--- src/rtl/dvps_pkg.sv ---
`timescale 1ns / 1ps
`default_nettype none

package dvps_pkg;

  localparam int MAX_AXES     = 3;
  localparam int AXES_DEFAULT = 3;
  localparam int WORD_W       = 32;
  localparam int DT_W         = 24;
  localparam int MASS_W       = 24;
  localparam int IN_W         = MAX_AXES * WORD_W + DT_W;
  localparam int OUT_W        = 2 * MAX_AXES * WORD_W;
  localparam int CFG_W        = 32;
  localparam int CFG_IDX_W    = 3;

  // 0.999 in unsigned Q0.24
  localparam logic [DT_W-1:0]   DAMP_Q24       = 24'd16760439;
  localparam logic [MASS_W-1:0] INV_MASS_RESET = 24'd65536;

  localparam logic [CFG_IDX_W-1:0] REG_INIT_X   = 3'd0;
  localparam logic [CFG_IDX_W-1:0] REG_INIT_Y   = 3'd1;
  localparam logic [CFG_IDX_W-1:0] REG_INIT_Z   = 3'd2;
  localparam logic [CFG_IDX_W-1:0] REG_PINNED   = 3'd3;
  localparam logic [CFG_IDX_W-1:0] REG_INV_MASS = 3'd4;

  typedef enum logic [1:0] {
    CMD_FORCE   = 2'd0,
    CMD_GRAD    = 2'd1,
    CMD_STEP    = 2'd2,
    CMD_RESTORE = 2'd3
  } cmd_t;

  typedef struct packed {
    logic prod_en;
    logic mul_en;
    logic upd_en;
    cmd_t cmd;
    logic pinned;
  } lane_ctl_t;

endpackage

`default_nettype wire

--- src/rtl/dvps_merge.sv ---
`timescale 1ns / 1ps
`default_nettype none

// Gathers the lane results into one output beat and holds it until taken.
module dvps_merge (
  input  wire logic                                                  clk,
  input  wire logic                                                  rst,
  input  wire logic                                                  load,
  input  wire logic [dvps_pkg::MAX_AXES-1:0][dvps_pkg::WORD_W-1:0]   pos,
  input  wire logic [dvps_pkg::MAX_AXES-1:0][dvps_pkg::WORD_W-1:0]   grad,
  output logic                                                       free,
  output logic                                                       m_axis_tvalid,
  input  wire logic                                                  m_axis_tready,
  // pos_x, pos_y, pos_z, grad_x, grad_y, grad_z
  output logic [dvps_pkg::OUT_W-1:0]                                 m_axis_tdata
);

  assign free = !m_axis_tvalid || m_axis_tready;

  always_ff @(posedge clk) begin
    if (rst) begin
      m_axis_tvalid <= 1'b0;
    end else if (load) begin
      m_axis_tvalid <= 1'b1;
    end else if (m_axis_tready) begin
      m_axis_tvalid <= 1'b0;
    end
  end

  always_ff @(posedge clk) begin
    if (load) begin
      m_axis_tdata <= {grad, pos};
    end
  end

endmodule

`default_nettype wire

--- config.mk ---
export PLATFORM = sky130hd
export DESIGN_NAME = dvps_merge
export DESIGN_NICKNAME = d
export VERILOG_FILES = /design/src/rtl/dvps_pkg.sv /design/src/rtl/dvps_merge.sv
export SDC_FILE = /design/constraint.sdc
export NUM_CORES = 1
export LEC_CHECK = 0
export BUFFER_PORTS_ARGS = -buffer_cell sky130_fd_sc_hd__buf_2
export CORE_UTILIZATION = 26
export CTS_BUF_LIST = sky130_fd_sc_hd__clkbuf_2 sky130_fd_sc_hd__clkbuf_4 sky130_fd_sc_hd__clkbuf_8
export DETAILED_ROUTE_END_ITERATION = 7
export SETUP_SLACK_MARGIN = 0.05
export SLEW_MARGIN = 20
export SYNTH_ARGS = -nofsm -noshare
export SYNTH_HDL_FRONTEND = slang
export SYNTH_SLANG_ARGS = --single-unit
--- constraint.sdc ---
create_clock -name clk -period 1.3 [get_ports clk]
set_clock_uncertainty 0.2 [all_clocks]
set_input_delay 0.13 -clock clk [delete_from_list [all_inputs] [get_ports clk]]
set_output_delay 0.13 -clock clk [all_outputs]
set_load 0.03 [all_outputs]
==> run summary, run 1 <==
The floorplan step set the die width to 152 um. The standard-cell row count is 54, and the flop and latch count out of synthesis is 193. Synthesis produced a netlist with a net count of 392. Once the clock tree was built, the setup fixing pass inserted 0 buffers. Synthesis instantiated 5 different standard cells from the library. The synthesized area per cell is 29.7 sq um. Counting every sink on the clock net gives 193. The logs give 0.00581 sq mm for the combined area of all synthesized cells and 11600 um for the estimated wirelength of the detail-placed design.

Post-CTS repair changed the size of 389 cells. The TritonCTS buffer count is 17, and the count of yosys warnings during synthesis is 0. The first error in the log reads "[ERROR RSZ-0060] Max buffer count reached". For the weighted congestion reported at the end of routability-driven placement, the log shows 0.729. During I/O placement, the number of pins put on the boundary was 390. The longest clock path from root to sink contains 2 buffers. For the count of hold-fix buffers inserted at cts, the log shows 183.

From bottom edge to top edge, the die measures 152 um. The number of buffers added on ports came out at 389. The run stopped with a tool error. The H-tree generated during clock tree synthesis spans 4 levels. After technology mapping, the gate count stands at 196.

Once the floorplan was initialized, standard cells occupied 26.5% of the core. The stage where the flow stopped was clock tree synthesis. In this run the clock root is driven by a sky130_fd_sc_hd__clkbuf_8.

Summing the sequential cell areas from Yosys gives 99.5% of the chip area.
==> cells in the mapped netlist, drive strengths merged <==
cell | n | area share, %
inv | 1 | 0.065
dfxtp | 1 | 0.34
edfxtp | 192 | 99
a21oi | 1 | 0.15
nand2b | 1 | 0.24
==> metrics by stage <==
stage | cell area [sq um] | instances | utilization [%] | hold WS, ns | setup WS (ns)
detailed placement | 8270 | 878 | 37.8 | 0.0968 | 0.0509
global placement | 8270 | 878 | 37.8 | 0.106 | 0.0619
floorplan | 5810 | 196 | - | -0.00756 | 0.219
==> cells by family after synthesis <==
logic type | after synthesis | synth area share, %
AOI/OAI and AO/OA | 1 | 0.151
buffers and inverters | 1 | 0.0645
DFF | 193 | 99.5
and+or+nand+nor | 1 | 0.237
==> run 2, diff against run 1 <==
CORE_UTILIZATION = 20   (was 26)
CTS_BUF_LIST = not set   (was sky130_fd_sc_hd__clkbuf_2 sky130_fd_sc_hd__clkbuf_4 sky130_fd_sc_hd__clkbuf_8)
PLACE_DENSITY_LB_ADDON = 0.15   (was not set)
SETUP_SLACK_MARGIN = not set   (was 0.05)
==> run 2 against run 1 <==
- the flow now finishes, with violations (hold timing, setup timing)
- area after synthesis is the same
- synthesized cell count is the same
==> run summary, run 2 <==
The run finished, with violations left. The final reports fail on hold timing, setup timing. The tools report the area after detailed placement as 0.00837 sq mm (+1.3%). The data arrival time of the critical path was 1.04 ns; the number of failing setup endpoints in the final timing report was 36.

The maximum clock insertion buffer count is 2 (unchanged), and the number of flip-flops under the largest register name is 192. The beginning of the worst hold path was m_axis_tready. The switching power share of the total was 26.8%. The cell with the largest stage delay on the worst path was sky130_fd_sc_hd__edfxtp_1. The flip-flop cell with the highest count after synthesis is sky130_fd_sc_hd__edfxtp_1.

Once layout is complete, the utilization of the core stands at 42.2%. The instance count after placement with tap cells included is 979 (+12%). The layout overhead on the synthesized area was 108%; the worst voltage drop across the vdd grid was 609 uV.

The distinct cell type count after synthesis was 5 (unchanged); the worst setup margin was -0.0656 ns. The worst path in the final design needs a cycle of 1.37 ns, including I/O delays and setup. The tools report the total number of nets in the final design as 1004. The tools report the type of destination of the critical path as an output port. The vertical die dimension works out to 172 um (+14%). The register with the most flip-flops is m_axis_tdata.

In this run the standard cell core region covers 0.0286 sq mm. The tools report the number of routed nets with antenna violations as 0. The share of total power dissipated in sequential elements is 49.0%. The count of hold-fix buffers inserted at cts was 194 (+6.0%); the setup fix buffers added after clock tree synthesis was 0 (unchanged). In the final layout, the share of cells above drive strength 1 is 52.6%. The tools report the first-pass GRT wire length as 24700 um.

Leaving out fill and tap cells, the most frequent cells in the layout are sky130_fd_sc_hd__dlygate4sd3_1, sky130_fd_sc_hd__buf_2, sky130_fd_sc_hd__buf_6. The commonest cells after synthesis are sky130_fd_sc_hd__edfxtp_1, sky130_fd_sc_hd__a21oi_2, sky130_fd_sc_hd__dfxtp_1, sky130_fd_sc_hd__inv_1, sky130_fd_sc_hd__nand2b_4. The first detailed-routing pass took 4 iterations. For the number of global-route vias before repair, the log shows 4836.

For this block, the routed nets add up to 17300 um of wire. The effective utilization at floorplan is 20.3% (-6.2 points), and the transition at the pin with the smallest max-transition slack is 0.291 ns. The number of synthesized flops with an enable pin works out to 192 (unchanged). The estimated wirelength of the detail-placed design was 12000 um (+3.4%); the fraction of post-synthesis cell area in the top cell type by area was 99.2% (unchanged). After detailed routing, the number of remaining DRC violations is 0.

The number of buffers added on ports works out to 389 (unchanged). The synthesized area per cell was 29.7 sq um (unchanged); the weighted congestion reported at the end of routability-driven placement was 0.736 (+0.95%). The instance count of the mapped netlist was 196 (unchanged); the power density normalized to cell area was 1290 mW/mm^2. For the leakage power total, the log shows 4.99 nW. The sequential area share after synthesis was 99.5% (unchanged); the peak fanout along the critical path was 1.

The critical path buffer and inverter count was 1; the TritonCTS buffer count was 17 (unchanged). Maximum number of pins on one net before global-route repair: 42. For the count of final hold-check violations, the log shows 1. The share of flip-flops with an asynchronous set or reset after synthesis is 0% (unchanged).

Count of pins on the block boundary: 390 (unchanged). In the final routed layout, each cell accounts on average for 14.4 um. The number of diodes is 0.

The tools report the number of H-tree branching levels as 4 (unchanged). The width of the die is 172 um (+14%), and the total of max-cap violations is 0. On the worst path, the slowest cell contributes a delay of 0.44 ns. The tightest min-delay check is of the primary input to register type. On the critical path the largest part of the delay comes from flip-flops. The largest total area in the synthesized netlist belongs to sky130_fd_sc_hd__edfxtp_1. The ratio of final minimum period to clock period was 105%. In the global route stage, overall resource usage came out at 11.3%. In this run the power spent charging and discharging nets is 4.17 mW. The clock root buffer master is sky130_fd_sc_hd__clkbuf_16. The clock sink count was 193 (unchanged); the DRC violation total after the first TritonRoute iteration was 126. For the number of nets in the synthesized netlist, the log shows 392 (unchanged). By area the synthesized netlist is led by sky130_fd_sc_hd__edfxtp_1, sky130_fd_sc_hd__dfxtp_1, sky130_fd_sc_hd__nand2b_4, sky130_fd_sc_hd__a21oi_2, sky130_fd_sc_hd__inv_1. Setup repair after global routing could not meet its margin everywhere. The kind of critical path was register to output port.

The routed layout has 4341 vias. For the area of the die, the log shows 0.0297 sq mm. At the worst endpoint, the required time is 0.97 ns. The part of the total power dissipated in combinational logic is 19.1%.

In this run the worst setup path begins at m_axis_tdata[99]$_DFFE_PP_. The worst hold-check slack was -0.207 ns. Once layout is complete, the cells apart from fillers number 1204.

The worst reg2reg path startpoint was m_axis_tvalid$_SDFFE_PP0P_. After filler insertion, the fill cell instance count of the layout stands at 2560. In this run the tightest slew margin relative to its limit is 80.6%. In the final layout, the registers with the most flip-flops are m_axis_tdata: 192 flops, m_axis_tvalid: 1 flops. Count of yosys warnings during synthesis: 0 (unchanged). The standard-cell row count was 62 (+15%); the total power consumption of the routed design was 15.6 mW.

After clock tree synthesis, the clock-pin slew on the worst setup and hold paths is 0.08 ns. The internal power of the cells totals 11.4 mW. Of the total power, the clock network draws 31.9%. The launching element type of the critical path was a register. The cell with the most instances after synthesis is sky130_fd_sc_hd__edfxtp_1. The count of pins over their slew limit is 0, and the final instance area is 0.0121 sq mm. The combined area of all synthesized cells is 0.00581 sq mm (unchanged). The residual overflow from global routing is 0.

Using the TritonRoute via totals, the vias-per-cell ratio works out to 3.61. The tools report the initial antenna violation count as 0. TritonCTS built the clock tree. The critical path goes through buf_6.

Timing would allow up to 0.732 GHz. The flop and latch count out of synthesis works out to 193 (unchanged). Clock latency on the worst-skew pair, taken at its later pin, is 0.41 ns.
## run 2: cell counts after synthesis
Identical to the previous run, type by type.
## run 2: cells by family after synthesis
logic type,synth area share (%)
flops,99.5
simple gates,0.237
buf+inv,0.0645
compound gates,0.151
## run 2: metrics by stage
stage / setup TNS (ns) / setup WS, ns
2_1_floorplan: 0 / 0.219
3_3_place_gp: 0 / 0.0946
3_5_place_dp: 0 / 0.0917
4_1_cts: -4.39 / -0.0923
5_1_grt: -8.30 / -0.0974
6_report: -0.431 / -0.0656
## run 2: worst paths after layout
kind / endpoint / slack, ns / cells after the start
worst max-delay path: m_axis_tdata[99] / -0.07 / 1
worst min-delay path: m_axis_tvalid$_SDFFE_PP0P_ / -0.21 / 3
worst max register to register: m_axis_tvalid$_SDFFE_PP0P_ / 0.49 / 2
worst min register to register: m_axis_tvalid$_SDFFE_PP0P_ / 0.31 / 2
## run 2: cell type report
| type | count | area, sq um | area share, % |
|---|---|---|---|
| timing repair buffer | 593 | 5240 | 43.3 |
| sequential | 193 | 5790 | 47.9 |
| clock inverter | 13 | 119 | 0.984 |
| tap | 384 | 480 | 3.98 |
| inverter | 1 | 3.75 | 0.0311 |
| multi-input combinational | 2 | 22.5 | 0.186 |
| clock buffer | 18 | 429 | 3.55 |
## run 2: what timing repair did
action	in CTS	in global routing
cloned	0	0
endpoints found under the setup margin	194	194
endpoints found under the hold margin	198	1
gates resized for setup	387	4
## run 2: layer usage
metal  vias up  track usage [%]  wire [um]
met5         -                0          0
met4         0             4.23        240
met3        14             4.37       1670
met2       219             21.6       9500
met1      2083             10.7       5920
li1       2025                -          -
## run 2: worst reg2reg max path, cell delays in order, from the launching register on
cell	delay, ns
sky130_fd_sc_hd__dfxtp_4	0.37
sky130_fd_sc_hd__nand2b_4	0.06
sky130_fd_sc_hd__a21oi_2	0.11
## run 2: power by group through the flow
stage	clock network [mW]	registers (mW)	logic, mW
2_1_floorplan	0	8.67	0.00857
3_3_place_gp	0	7.64	1.97
3_5_place_dp	0	7.65	1.98
4_1_cts	5.17	7.64	2.98
5_1_grt	5.37	7.68	3.12
6_report	4.97	7.63	2.97
No activity file was read; power rests on OpenSTA's default activity.
==> run 3, diff against run 2 <==
RECOVER_POWER = 25   (was not set)
==> run 3 against run 2 <==
- critical path depth stayed put
- maximum frequency down 0.31%
- final area is 0.56% lower
- power shrank 0.17%
- the flow still finishes with violations (hold timing, setup timing)
==> run summary, run 3 (same netlist as run 2, synthesis figures left out) <==
The switching power share of the total works out to 26.8% (about the same). Worst-skew pair later-pin latency: 0.41 ns (about the same). The vias per cell works out to 3.60 (-0.12%).

Part of the total power dissipated in combinational logic: 19.0% (about the same). The run gives 0.0286 sq mm (unchanged) as the placeable core area. Internal power component: 11.4 mW (-0.17%). Setup repair after global routing could not meet its margin everywhere. The peak fanout along the critical path came out at 1 (unchanged). In this run the worst hold path is classified as primary input to register. Final instance area: 0.0120 sq mm (-0.56%). By startpoint and endpoint, the worst setup path is classified as register to output port. For the number of fill cells, the log shows 2570 (+0.39%). Dominant delay contributor by cell family on the critical path: flip-flops.

The launching element type of the critical path was a register. The switching power is 4.16 mW (-0.16%). The tools report the data arrival time of the critical path as 1.04 ns (about the same).

The area after detailed placement is 0.00837 sq mm (unchanged), and the overall routed net length is 17300 um (+0.12%). The routed length on met2 is 9480 um (-0.20%). For the standard-cell row count, the log shows 62 (unchanged).

The count of final hold-check violations was 1 (unchanged). For the clock sink count, the log shows 193 (unchanged). The register with the most flip-flops was m_axis_tdata. The fraction of layout cells with a size suffix above 1 is 51.8% (-0.73 points), and the maximum clock insertion buffer count is 2 (unchanged). The number of iterations in the first detailed-routing pass was 4 (unchanged); the transition at the pin with the smallest max-transition slack was 0.857 ns (+0.567 ns). The signal on the critical path passes through buf_6. The area used by multi-input combinational logic is 22.5 sq um (unchanged). The tools report the highest achievable clock rate as 0.730 GHz (-0.31%). The tools report the pre-CTS worst setup slack as 0.0917 ns (unchanged). The worst voltage drop across the vdd grid is 608 uV (-0.26%).

In the layout the commonest cells are sky130_fd_sc_hd__dlygate4sd3_1, sky130_fd_sc_hd__buf_2, sky130_fd_sc_hd__buf_6. The number of failing setup endpoints in the final timing report came out at 37 (+2.8%). The TritonCTS buffer count was 17 (unchanged); the width of the die was 172 um (unchanged). The setup fix buffers added after clock tree synthesis came out at 0 (unchanged).

Weighted congestion reported at the end of routability-driven placement: 0.736 (unchanged). The maximum number of pins on one net before global-route repair came out at 42 (unchanged). Minimum period implied by the final worst setup slack: 1.37 ns (+0.00425 ns). For the initial antenna violation count, the log shows 0 (unchanged). The delay of the slowest critical-path stage works out to 0.45 ns (about the same). The number of buffers added on ports was 389 (unchanged); the number of flip-flops under the largest register name was 192 (unchanged). The run gives 4.96 nW (-0.75%) as the leakage power total.

The run gives 1670 um (-0.30%) as the met3 wire length. In the final layout, the registers with the most flip-flops are m_axis_tdata: 192 flops, m_axis_tvalid: 1 flops. Signal routing reaches up to met4.

The tree is rooted in a sky130_fd_sc_hd__clkbuf_16. The share of power burned in the clock network is 31.9% (about the same), and the sequential share of power is 49.1% (about the same). The tools report the number of global-route vias before repair as 4836 (unchanged).

The worst relative slew slack is 42.8% (-38 points), and the number of routed nets with antenna violations is 0 (unchanged). The critical path buffer and inverter count is 1 (unchanged). The count of pins over their slew limit was 0 (unchanged); the first-pass GRT wire length was 24700 um (unchanged). The logs give 11.3% (unchanged) for the global-route usage over all layers and -0.459 ns (-0.0274 ns) for the sum of negative setup slack. The final reports fail on hold timing, setup timing. TritonCTS built the clock tree. Number of H-tree branching levels: 4 (unchanged). Power density normalized to cell area: 1290 mW/mm^2 (+0.39%). Vertical die dimension: 172 um (unchanged). The required time at the worst-slack endpoint was 0.97 ns (about the same). The run gives 390 (unchanged) as the count of pins on the block boundary.

The estimated wirelength of the detail-placed design was 12000 um (unchanged). STA classifies the critical path endpoint as an output port. The DRC violation total after the first TritonRoute iteration is 117 (-7.1%), and the ratio of final minimum period to clock period is 105% (+0.33 points). The total number of nets in the final design is 1004 (unchanged). On the critical path, the stage with the largest delay is an instance of sky130_fd_sc_hd__edfxtp_1. The flow ran to the end, but the final reports show violations. Residual overflow from global routing: 0 (unchanged).

Count of hold-fix buffers inserted at cts: 194 (unchanged). The layout overhead on the synthesized area is 107%, and the DRC violation count after routing is 0 (unchanged). The total number of vias came out at 4336 (-0.12%).

The clock-pin slew reported for the worst setup and hold paths after clock tree synthesis was 0.08 ns (about the same). The run gives 0 (unchanged) as the total of max-cap violations. The number of diodes is 0 (unchanged), and the worst setup margin is -0.0698 ns (-0.00425 ns).

The area of the die was 0.0297 sq mm (unchanged); the effective utilization at floorplan was 20.3% (unchanged). The sequential standard cell area is 0.00579 sq mm (unchanged), and the met1 wire length is 5960 um (+0.73%). The average detailed-routed wire length per instance is 14.4 um (+0.12%), and the worst hold-check slack is -0.209 ns (-0.00226 ns).
-- run 3: cell types whose count changed in the layout (fill, tap and decap cells not counted), sizes merged --
cell    delta
clkbuf     +9
buf        -9
-- run 3: path summary, 6_finish.rpt --
kind              slack [ns]                          to                        from  cells after the start
setup reg to reg        0.49  m_axis_tvalid$_SDFFE_PP0P_  m_axis_tvalid$_SDFFE_PP0P_                      2
setup / recovery       -0.07            m_axis_tdata[99]  m_axis_tdata[99]$_DFFE_PP_                      1
hold reg to reg         0.31  m_axis_tvalid$_SDFFE_PP0P_  m_axis_tvalid$_SDFFE_PP0P_                      2
hold / removal         -0.21  m_axis_tvalid$_SDFFE_PP0P_               m_axis_tready                      3
-- run 3: cell type report --
cell class | count | share of cell area [%]
Tap cell | 384 | 4.00
Clock inverter | 13 | 0.989
Multi-Input combinational cell | 2 | 0.187
Timing Repair Buffer | 593 | 43.0
Sequential cell | 193 | 48.2
Inverter | 1 | 0.0312
Clock buffer | 18 | 3.57
-- run 3: stage by stage --
step	util (%)	hold WS, ns	cells	power [mW]
2_1_floorplan	-	-0.00756	196	8.68
3_3_place_gp	29.3	0.0983	979	9.62
3_5_place_dp	29.3	0.101	979	9.62
4_1_cts	42.2	-0.246	1204	15.8
5_1_grt	42.0	-0.230	1204	16.2
6_report	42.0	-0.209	1204	15.5
-- run 3: timing repair --
action | in CTS | in global routing
gates cloned | 0 | 0
gates resized for setup | 387 | 4
endpoints found under the hold margin | 198 | 1
endpoints found under the setup margin | 194 | 194
-- run 3: worst min-delay path, stage by stage --
cell	delay, ns
sky130_fd_sc_hd__buf_2	0.08
sky130_fd_sc_hd__nand2b_4	0.12
sky130_fd_sc_hd__a21oi_2	0.05
-- run 3: layer usage --
metal	up-vias	global-route usage [%]
met3	13	4.37
met1	2079	10.7
met5	-	0
li1	2026	-
met2	218	21.6
met4	0	4.23
-- run 3: power groups by stage --
| stage | combinational (mW) | clock [mW] | sequential (mW) |
|---|---|---|---|
| after floorplan | 0.00857 | 0 | 8.67 |
| after global placement | 1.97 | 0 | 7.64 |
| after detailed placement | 1.98 | 0 | 7.65 |
| after CTS | 2.98 | 5.17 | 7.64 |
| after global routing | 3.09 | 5.37 | 7.69 |
| final | 2.95 | 4.96 | 7.64 |
